==> config.mk <==
export PLATFORM = sky130hd
export DESIGN_NAME = debounced_chord_encoder_latch_core
export DESIGN_NICKNAME = d
export VERILOG_FILES = /design/src/dce_pkg.sv /design/src/dce_cfg.sv /design/src/dce_step.sv /design/src/debounced_chord_encoder_latch_core.sv
export SDC_FILE = /design/constraint.sdc
export NUM_CORES = 1
export LEC_CHECK = 0
export ABC_CLOCK_PERIOD_IN_PS = 4300
export BUFFER_PORTS_ARGS = -buffer_cell sky130_fd_sc_hd__buf_4
export CAP_MARGIN = 20
export CORE_AREA = 2 2 86 88
export DETAILED_ROUTE_END_ITERATION = 7
export DIE_AREA = 0 0 88 90
export PLACE_DENSITY = 0.77
export SYNTH_ARGS = -nofsm -noshare
export SYNTH_HDL_FRONTEND = slang
export SYNTH_SLANG_ARGS = --single-unit
==> constraint.sdc <==
create_clock -name i_clk -period 4.3 [get_ports i_clk]
set_input_delay 0.43 -clock i_clk [delete_from_list [all_inputs] [get_ports i_clk]]
set_output_delay 0.43 -clock i_clk [all_outputs]
set_load 0.02 [all_outputs]
==> src/dce_pkg.sv <==
`timescale 1ns / 1ps
// Shared types, constants and the chord encoding function for the
// debounced chord encoder. No dependencies.
package dce_pkg;

    localparam int QUIET_BITS = 16;
    localparam int TICKS_W    = 16;
    localparam int CMP_W      = (QUIET_BITS > TICKS_W) ? QUIET_BITS : TICKS_W;
    localparam int ADDR_W     = 3;

    typedef logic [QUIET_BITS-1:0] t_quiet;
    typedef logic [TICKS_W-1:0]    t_ticks;

    localparam t_quiet QUIET_MAX = {QUIET_BITS{1'b1}};

    localparam logic OP_TICK  = 1'b0;
    localparam logic OP_CLEAR = 1'b1;

    localparam logic [ADDR_W-3:0] REG_DEBOUNCE = '0;

    localparam t_ticks     DEBOUNCE_RESET = 16'd50;
    localparam logic [3:0] SLOT_A_RESET   = 4'd8;
    localparam logic [3:0] SLOT_B_RESET   = 4'd9;

    typedef struct packed {
        logic [2:0] prev_raw;
        logic [2:0] stable_levels;
        t_quiet     quiet_count;
        logic [2:0] current_code;
        logic [2:0] counted_code;
        logic       slot_parity;
        logic [3:0] first_slot;
        logic [3:0] second_slot;
    } t_state;

    function automatic logic [2:0] chord_encode(input logic [2:0] pressed);
        logic [2:0] code;
        case (pressed)
            3'b001:  code = 3'd1;
            3'b010:  code = 3'd2;
            3'b100:  code = 3'd3;
            3'b011:  code = 3'd4;
            3'b101:  code = 3'd5;
            3'b110:  code = 3'd6;
            3'b111:  code = 3'd7;
            default: code = 3'd0;
        endcase
        return code;
    endfunction

endpackage

==> src/dce_cfg.sv <==
`timescale 1ns / 1ps
// APB-style configuration register holding the debounce setting.
// Depends on dce_pkg.
module dce_cfg
    import dce_pkg::*;
(
    input  logic              i_clk,
    input  logic              i_rst_n,
    input  logic              psel,
    input  logic              penable,
    input  logic              pwrite,
    input  logic [ADDR_W-1:0] paddr,
    input  logic [31:0]       pwdata,
    output logic [31:0]       prdata,
    output logic              pready,
    output t_ticks            o_debounce_ticks
);

    t_ticks r_ticks;
    logic   w_hit;

    assign w_hit  = (paddr[ADDR_W-1:2] == REG_DEBOUNCE);
    assign pready = 1'b1;
    assign prdata = w_hit ? {{(32-TICKS_W){1'b0}}, r_ticks} : 32'd0;
    assign o_debounce_ticks = r_ticks;

    always_ff @(posedge i_clk) begin
        if (!i_rst_n) begin
            r_ticks <= DEBOUNCE_RESET;
        end else if (psel && penable && pwrite && pready && w_hit) begin
            r_ticks <= pwdata[TICKS_W-1:0];
        end
    end

endmodule

==> src/dce_step.sv <==
`timescale 1ns / 1ps
// Next-state logic for one request: debounce, chord encoding, slot update.
// Depends on dce_pkg.
module dce_step
    import dce_pkg::*;
(
    input  t_state     i_state,
    input  t_ticks     i_debounce_ticks,
    input  logic       i_operation,
    input  logic [2:0] i_raw_levels,
    output t_state     o_state,
    output logic       o_changed
);

    t_quiet     w_quiet;
    logic [2:0] w_pressed;
    logic [2:0] w_code;
    logic       w_changed;
    logic       w_parity;

    always_comb begin
        if (i_raw_levels != i_state.prev_raw) begin
            w_quiet = '0;
        end else if (i_state.quiet_count != QUIET_MAX) begin
            w_quiet = i_state.quiet_count + 1'b1;
        end else begin
            w_quiet = i_state.quiet_count;
        end
        w_pressed = ~i_raw_levels;
        w_changed = (CMP_W'(w_quiet) > CMP_W'(i_debounce_ticks))
                    && (i_raw_levels != i_state.stable_levels);
        w_code    = (w_changed && (w_pressed != 3'd0)) ? chord_encode(w_pressed)
                                                       : i_state.current_code;
        w_parity  = i_state.slot_parity ^ (w_code != i_state.counted_code);

        o_state   = i_state;
        o_changed = 1'b0;
        if (i_operation == OP_CLEAR) begin
            o_state.first_slot  = 4'd0;
            o_state.second_slot = 4'd0;
        end else begin
            o_state.quiet_count = w_quiet;
            o_state.prev_raw    = i_raw_levels;
            o_changed           = w_changed;
            if (w_changed) begin
                o_state.stable_levels = i_raw_levels;
                o_state.current_code  = w_code;
                o_state.counted_code  = w_code;
                o_state.slot_parity   = w_parity;
                if (w_parity) begin
                    o_state.second_slot = {1'b0, w_code};
                end else begin
                    o_state.first_slot = {1'b0, w_code};
                end
            end
        end
    end

endmodule

==> src/debounced_chord_encoder_latch_core.sv <==
`timescale 1ns / 1ps
// Top level of the debounced chord encoder: state registers, result register.
// Depends on dce_pkg, dce_cfg and dce_step.
//
// Usage:
//   Input channel i_valid/o_ready carries one request per item: i_operation
//   (tick or clear) and i_raw_levels (three active-low buttons).
//   Output channel o_valid/i_ready returns one result per request: both
//   slots, the latest chord code and the changed flag, all after the item.
//   o_valid rises in the cycle after acceptance. Throughput is one request
//   per cycle while the receiver takes each result; the single next-state
//   pass and the result register set that rate.
//   When the receiver stalls, the result holds and o_ready stays high only
//   if the result is taken in the same cycle, so at most one result waits.
//   Synchronous active-low reset clears the debounce state, sets slot A to
//   8, slot B to 9, the debounce setting to 50 and empties the result stage.
//   The debounce setting is written through the APB port at address 0. The
//   user does so only while the block is idle; the block does not enforce it.
module debounced_chord_encoder_latch_core
    import dce_pkg::*;
(
    input  logic              i_clk,
    input  logic              i_rst_n,
    input  logic              i_valid,
    output logic              o_ready,
    input  logic              i_operation,
    input  logic [2:0]        i_raw_levels,
    output logic              o_valid,
    input  logic              i_ready,
    output logic [3:0]        o_slot_a,
    output logic [3:0]        o_slot_b,
    output logic [2:0]        o_chord_code,
    output logic              o_changed,
    input  logic              psel,
    input  logic              penable,
    input  logic              pwrite,
    input  logic [ADDR_W-1:0] paddr,
    input  logic [31:0]       pwdata,
    output logic [31:0]       prdata,
    output logic              pready
);

    t_state r_state;
    t_state n_state;
    logic   r_out_valid;
    logic   r_changed;
    logic   n_changed;
    t_ticks w_ticks;
    logic   w_in_acc;

    dce_cfg u_cfg (
        .i_clk            (i_clk),
        .i_rst_n          (i_rst_n),
        .psel             (psel),
        .penable          (penable),
        .pwrite           (pwrite),
        .paddr            (paddr),
        .pwdata           (pwdata),
        .prdata           (prdata),
        .pready           (pready),
        .o_debounce_ticks (w_ticks)
    );

    dce_step u_step (
        .i_state          (r_state),
        .i_debounce_ticks (w_ticks),
        .i_operation      (i_operation),
        .i_raw_levels     (i_raw_levels),
        .o_state          (n_state),
        .o_changed        (n_changed)
    );

    assign o_ready  = !r_out_valid || i_ready;
    assign w_in_acc = i_valid && o_ready;

    assign o_valid      = r_out_valid;
    assign o_slot_a     = r_state.first_slot;
    assign o_slot_b     = r_state.second_slot;
    assign o_chord_code = r_state.current_code;
    assign o_changed    = r_changed;

    always_ff @(posedge i_clk) begin
        if (!i_rst_n) begin
            r_state.prev_raw      <= 3'd0;
            r_state.stable_levels <= 3'd0;
            r_state.quiet_count   <= '0;
            r_state.current_code  <= 3'd0;
            r_state.counted_code  <= 3'd0;
            r_state.slot_parity   <= 1'b0;
            r_state.first_slot    <= SLOT_A_RESET;
            r_state.second_slot   <= SLOT_B_RESET;
            r_out_valid           <= 1'b0;
            r_changed             <= 1'b0;
        end else begin
            if (w_in_acc) begin
                r_state     <= n_state;
                r_changed   <= n_changed;
                r_out_valid <= 1'b1;
            end else if (i_ready) begin
                r_out_valid <= 1'b0;
            end
        end
    end

`ifndef SYNTHESIS
    a_clear_zeroes: assert property (@(posedge i_clk) disable iff (!i_rst_n)
        w_in_acc && (i_operation == OP_CLEAR)
        |=> (o_slot_a == 4'd0) && (o_slot_b == 4'd0) && !o_changed)
        else $error("clear request did not zero both slots");

    a_quiet_count: assert property (@(posedge i_clk) disable iff (!i_rst_n)
        w_in_acc && (i_operation == OP_TICK) && (i_raw_levels == r_state.prev_raw)
        && (r_state.quiet_count != QUIET_MAX)
        |=> r_state.quiet_count == $past(r_state.quiet_count) + 1'b1)
        else $error("quiet counter did not advance");

    a_change_stable: assert property (@(posedge i_clk) disable iff (!i_rst_n)
        o_valid && o_changed |-> r_state.stable_levels == r_state.prev_raw)
        else $error("change flagged but stable levels differ from last sample");

    a_result_follows: assert property (@(posedge i_clk) disable iff (!i_rst_n)
        w_in_acc |=> o_valid)
        else $error("accepted request produced no result");
`endif

endmodule

==> results.toml, run 1 <==
[setup_path]
worstSetupPathType = "reg2reg"
cp.required_ns = 4.55
crit_start = "r_state[20]"
cp-start-kind = "flop"
cp.arrival_ns = 4.22
end_kind = "flop"
reg2reg_from = "r_state[20]"
cp_max_fo = 12

[power_and_ir_drop]
ir_drop_mv = 0.136
p_leak_nw = 1.61
power_density_nw_per_um2 = 251

[grt]
grt_start_max_net_pins = 40
grt_pass1_vias = 2771
antenna_found_initial = 0
globalRouteTotalUtil = 0.198
grt_pass1_wl_um = 12800
gr-total-overflow = 0

[sta]
worstMarginPinSlew_ns = 0.855
fmax_mhz = 252
fin_setup_tns_ns = 0
fin_worst_skew_ns = 0.0102
maxSlewHeadroom = 0.430
final_hold_viol_count = 0
drv_slew = 0
setup_viol = 0
rsz0062_at_grt = "false"
fin_crit_sh = 0.922
min_period_ns = 3.97

[clock_network]
clockBufferDepth = 2
clock_sinks = 52
cts_buffers = 5
cts-root-buf = "clkbuf_8"
cts_tree = "done"
cts.reportedPaths.clkPinSlew_ns = 0.10
clk_latency_ns = 0.32
htree_levels = 2

[floorplanning]
die_w_um = 88
die_area_sq_um = 7920
core_area_sq_um = 7020
start_util = 0.487
die_y_um = 90
ios = 93
rows = 31

[detailed_routing]
routedWlPerCell_um = 13.3
ant_nets = 0
drtPass1Iterations = 4
wl_um = 7770
num_vias = 3121
drc = 0
initialDrtViolationCount = 213
via_per_inst = 5.34

[status]
status = "completed"

[yosys]
synthTopCellsByArea = "dfxtp_1, nand2_1, a21oi_1"
synth_most_common_cell = "nand2_1"
synth_edf_count = 0
synth_commonest_cells = "nand2_1, dfxtp_1, a21oi_1"
ys.flop_type = "dfxtp_1"
avgSynthCellArea_sq_um = 7.59
ys_seq_elements = 52
synth_area_sq_um = 3420
async_flop_share = 0
synth.top_cell.area_share = 0.304
yosys.area.top_type = "dfxtp_1"
yosys_warnings = 0
seq_area_frac_synth = 0.304
yosysUniqueCellTypes = 60
syn_inst = 451

[placement]
port_buffers = 57
placed_cell_area_sq_um = 3730
place_hpwl_um = 5600
place_congestion = 0.768

[hold_path]
min_from = "pwdata[1]"
hp-class = "in2reg"

[cells_and_area]
fin_nets = 548
area_growth_pct = 13.5
fill_cells = 676
diodes = 0
regArea_sq_um = 1040
drive_above_1_share = 0.173
multiInputGateArea_sq_um = 2050
design_area_sq_um = 3880

[run]
drv_cap = 0
[area by class of cell]
type                    instances  area share
inverters                      22      0.0213
clock buffers                   5      0.0177
flip-flops and latches         52       0.268
well taps                      99      0.0319
repair buffers                 63       0.122
clock inverters                 3      0.0110
multi-input cells             341       0.528
[power breakdown]
part           total, mW  internal [mW]  switching [mW]
sequential         0.493          0.489         0.00423
combinational      0.135         0.0490          0.0864
clock              0.346          0.173           0.173
[timing repair]
item                                    4_1_cts  5_1_grt
setup buffers                                 0        4
hold endpoints to repair                      0        0
hold buffers                                  0        0
endpoints found under the setup margin        0        7
gates resized for setup                       0        2
[flip-flops by register name (all words and copies together) (netlist names)]
name                    count
o_slot_b                    4
r_state                    26
o_valid                     1
o_changed                   1
u_cfg.o_debounce_ticks     16
o_slot_a                    4
[final timing paths]
path / slack (ns) / to / cells after the start
setup / recovery: 0.33 / o_slot_a[2] / 13
hold / removal: 0.34 / u_cfg.o_debounce_ticks[1] / 3
setup reg to reg: 0.33 / o_slot_a[2] / 13
hold reg to reg: 0.46 / u_cfg.o_debounce_ticks[8] / 2
[worst max-delay path, stage by stage (launching register included)]
cell	delay [ns]
dfxtp_1	0.43
nand4_1	0.24
or3_1	0.42
or3_1	0.43
nor4_1	0.26
nor3_1	0.12
ha_1	0.39
nand4_4	0.16
nor4_4	0.35
o21ai_2	0.13
a31oi_4	0.26
nand2_4	0.16
or3_1	0.44
a21oi_1	0.12
[logic make-up (layout without fill, tap and decap cells)]
logic type               count (synthesis)  count (layout)  share of synthesized area
XOR/XNOR                                16              16                     0.0410
AND/OR/NAND/NOR                        183             183                      0.271
adder cells (fa/ha/maj)                 17              17                     0.0622
other                                    2              17                    0.00219
flip-flops                              52              52                      0.304
multiplexers                             3               3                    0.00878
AO/OA/AOI/OAI                          105             105                      0.195
buffers and inverters                   73              93                      0.116
[cell usage in the layout (no fill, tap or decap), types with 9 or more instances in the layout]
cell type,count
a21oi_1,48
buf_4,63
conb_1,17
dfxtp_1,51
ha_1,17
inv_1,22
nand2_1,69
nand3_1,13
nor2_1,39
nor3_1,11
o21ai_0,12
xnor2_1,9
[layer usage]
metal,GRT usage,share of wire
met1,0.265,0.46
met2,0.314,0.47
met3,0.0459,0.060
met4,0.0641,0.0075
met5,0,0
[stage by stage]
| step | std cells | utilization | hold WS (ns) | worst slack [ns] | total power [mW] |
|---|---|---|---|---|---|
| after floorplan | 466 | - | 0.436 | 0.765 | 0.608 |
| after global placement | 573 | 0.531 | 0.442 | 0.317 | 0.637 |
| after global routing | 585 | 0.553 | 0.334 | 0.0583 | 1.02 |
| after CTS | 581 | 0.547 | 0.339 | 0.171 | 0.978 |
| after detailed placement | 573 | 0.531 | 0.447 | 0.218 | 0.639 |
| final | 585 | 0.553 | 0.342 | 0.334 | 0.974 |
Power figures use the tool's default switching activity.
==> run 2: changes to the inputs <==
- ABC_AREA: unset -> 1
- CORE_AREA: 2 2 86 88 -> 2 2 85 87
- DIE_AREA: 0 0 88 90 -> 0 0 87 89
- PLACE_DENSITY: 0.77 -> 0.78
==> results.toml, run 2 <==
[status]
status = "completed"

[cells_and_area]
final_common_cell = "nand2_1"
diodes = 0
fill_cells = 644
multiInputGateArea_sq_um = 1810
drive_above_1_share = 0.176
layout_common_cells = "nand2_1, inv_1, buf_4"
design_area_sq_um = 3750
regMostFlops = "r_state"
postLayoutCoreUtil = 0.558
fin_nets = 586
regArea_sq_um = 1040
largest_reg_flops = 26
area_growth_pct = 11.6

[power_and_ir_drop]
p_leak_nw = 1.77
ir_drop_mv = 0.138
power_mw = 1.05
power_density_nw_per_um2 = 279

[setup_path]
end_kind = "flop"
critical_path.most_common_cell = "nand2_1"
cpPeakStageDelay_ns = 0.43
cp_slowest_cell = "dfxtp_1"
r2r_end = "o_slot_b[0]"
worstSetupPathType = "reg2reg"
path_cells = "ha_1 > inv_1 > nor3_2 > inv_2 > nor3_1 > nand3_1 > inv_1 > o21ai_0 > inv_1 > ha_1 > a21oi_1 > o21ai_0 > a21oi_1 > nand2_4 > nand2_4 > inv_2 > nand4_1 > nand2_1 > nor2_2 > nand2_1 > nand3_2 > nand2_1 > nand2_1 > nand3_1"
crit_start = "r_state[15]"
reg2reg_depth = 24
cp_max_fo = 6
cp.arrival_ns = 4.07
reg2reg_from = "r_state[15]"
cp-start-kind = "flop"
ff2ff_setup_slack_ns = 0.42
cp.required_ns = 4.49

[grt]
gr-total-overflow = 0
antenna_found_initial = 0
grtUsageMet3 = 0.0342
grt_start_max_net_pins = 42
grt_pass1_wl_um = 11800
grt_pass1_vias = 2672
grt-busiest-layer = "met2"
globalRouteTotalUtil = 0.188
met1_usage = 0.243
use_met2 = 0.319

[hold_path]
min_path_cells = 3
hp-class = "in2reg"
hold_end = "u_cfg.o_debounce_ticks[1]"
min_from = "pwdata[1]"

[sta]
fin_crit_sh = 0.901
fin_setup_tns_ns = 0
rsz0062_at_grt = "false"
fin_worst_skew_ns = 0.00634
fmax_mhz = 258
final_hold_viol_count = 0
maxSlewHeadroom = 0.586
worstMarginPinSlew_ns = 0.621
drv_slew = 0
setup_viol = 0
min_period_ns = 3.88

[detailed_routing]
via_per_inst = 5.04
num_vias = 3042
drc = 0
wl_um = 7110
routedWlPerCell_um = 11.8
ant_nets = 0
initialDrtViolationCount = 132
drtPass1Iterations = 4

[clock_network]
cts_buffers = 5
clock_sinks = 52
cts_hold_buf = 0
clk_latency_ns = 0.31
cts-root-buf = "clkbuf_8"
cts_tree = "done"
cts.reportedPaths.clkPinSlew_ns = 0.09
cts_setup_buffers = 0
htree_levels = 2
cts_resized = 0
clockBufferDepth = 2

[floorplanning]
start_util = 0.500
core_area_sq_um = 6720
die_w_um = 87
die_y_um = 89
die_area_sq_um = 7740
ios = 93
rows = 30

[yosys]
async_flop_share = 0
syn_inst = 488
synthTopCellsByArea = "dfxtp_1, nand2_1, a21oi_1"
synth_commonest_cells = "nand2_1, inv_1, a21oi_1, dfxtp_1, nor2_1"
ys.flop_type = "dfxtp_1"
ys_seq_elements = 52
yosys_warnings = 0
synth.top_cell.area_share = 0.310
synth_edf_count = 0
yosysUniqueCellTypes = 43
avgSynthCellArea_sq_um = 6.89
seq_area_frac_synth = 0.310
synth_most_common_cell = "nand2_1"
yosys.area.top_type = "dfxtp_1"
synth_area_sq_um = 3360

[placement]
place_congestion = 0.910
placed_cell_area_sq_um = 3660
port_buffers = 57
place_hpwl_um = 5390

[run]
drv_cap = 0
## run 2: changes by cell type in the layout (fill, tap and decap cells not counted), sizes merged, moves of 4 or more
cell and change:
nand3 +8, nor3 -7, a31oi -8, nand2b -8, o21ai +27, o31ai -4
a21oi +6, nand2 +12, inv +45, or2 +4, or3 -5, nor2 +13
## run 2: per-stage QoR
step / hold WS (ns) / std cells / worst slack, ns
3_5_place_dp: 0.444 / 596 / 0.525
5_1_grt: 0.344 / 604 / 0.0701
4_1_cts: 0.340 / 604 / 0.481
3_3_place_gp: 0.432 / 596 / 0.577
2_1_floorplan: 0.420 / 503 / 1.16
6_report: 0.348 / 604 / 0.425
## run 2: final cells by class
class	count	area share
clock buffer	7	0.0230
clock inverter	1	0.00200
inverter	68	0.0681
multi-input combinational	336	0.482
sequential	52	0.278
tap	80	0.0267
timing repair buffer	60	0.120
## run 2: cells by family (layout without fill, tap and decap cells)
kind of cell,count (synthesis),count (layout),share of synthesized area
adder cells (fa/ha/maj),17,17,0.0633
AO/OA/AOI/OAI,112,112,0.183
buffers and inverters,115,136,0.169
AND/OR/NAND/NOR,178,178,0.242
XOR/XNOR,12,12,0.0313
flip-flops,52,52,0.310
other,2,17,0.00223
## run 2: worst max-delay path by stage
stage | to | cells past startpoint
after detailed placement | o_slot_b[0] | 24
after floorplan | o_slot_b[0] | 30
final | o_slot_b[0] | 24
after global routing | o_slot_b[0] | 24
after global placement | o_slot_b[0] | 24
after CTS | o_slot_b[2] | 22
## run 2: metal layers
| layer | up-vias | wire, um |
|---|---|---|
| met4 | 0 | 82 |
| met5 | - | 0 |
| li1 | 1600 | - |
| met1 | 1350 | 3320 |
| met3 | 6 | 446 |
| met2 | 86 | 3260 |
## run 2: power breakdown
group	total (mW)	switching, mW	leakage (nW)	internal [mW]
clock network	0.294	0.163	0.0445	0.131
logic	0.227	0.142	1.30	0.0850
registers	0.526	0.0185	0.425	0.507
## run 2: worst max-delay path, delay by kind of cell (launching register included)
family / cells / cell delay (ns)
AND/OR/NAND/NOR: 13 / 1.70
flip-flops: 1 / 0.43
AO/OA/AOI/OAI: 4 / 0.69
buffers and inverters: 5 / 0.49
adder cells (fa/ha/maj): 2 / 0.45
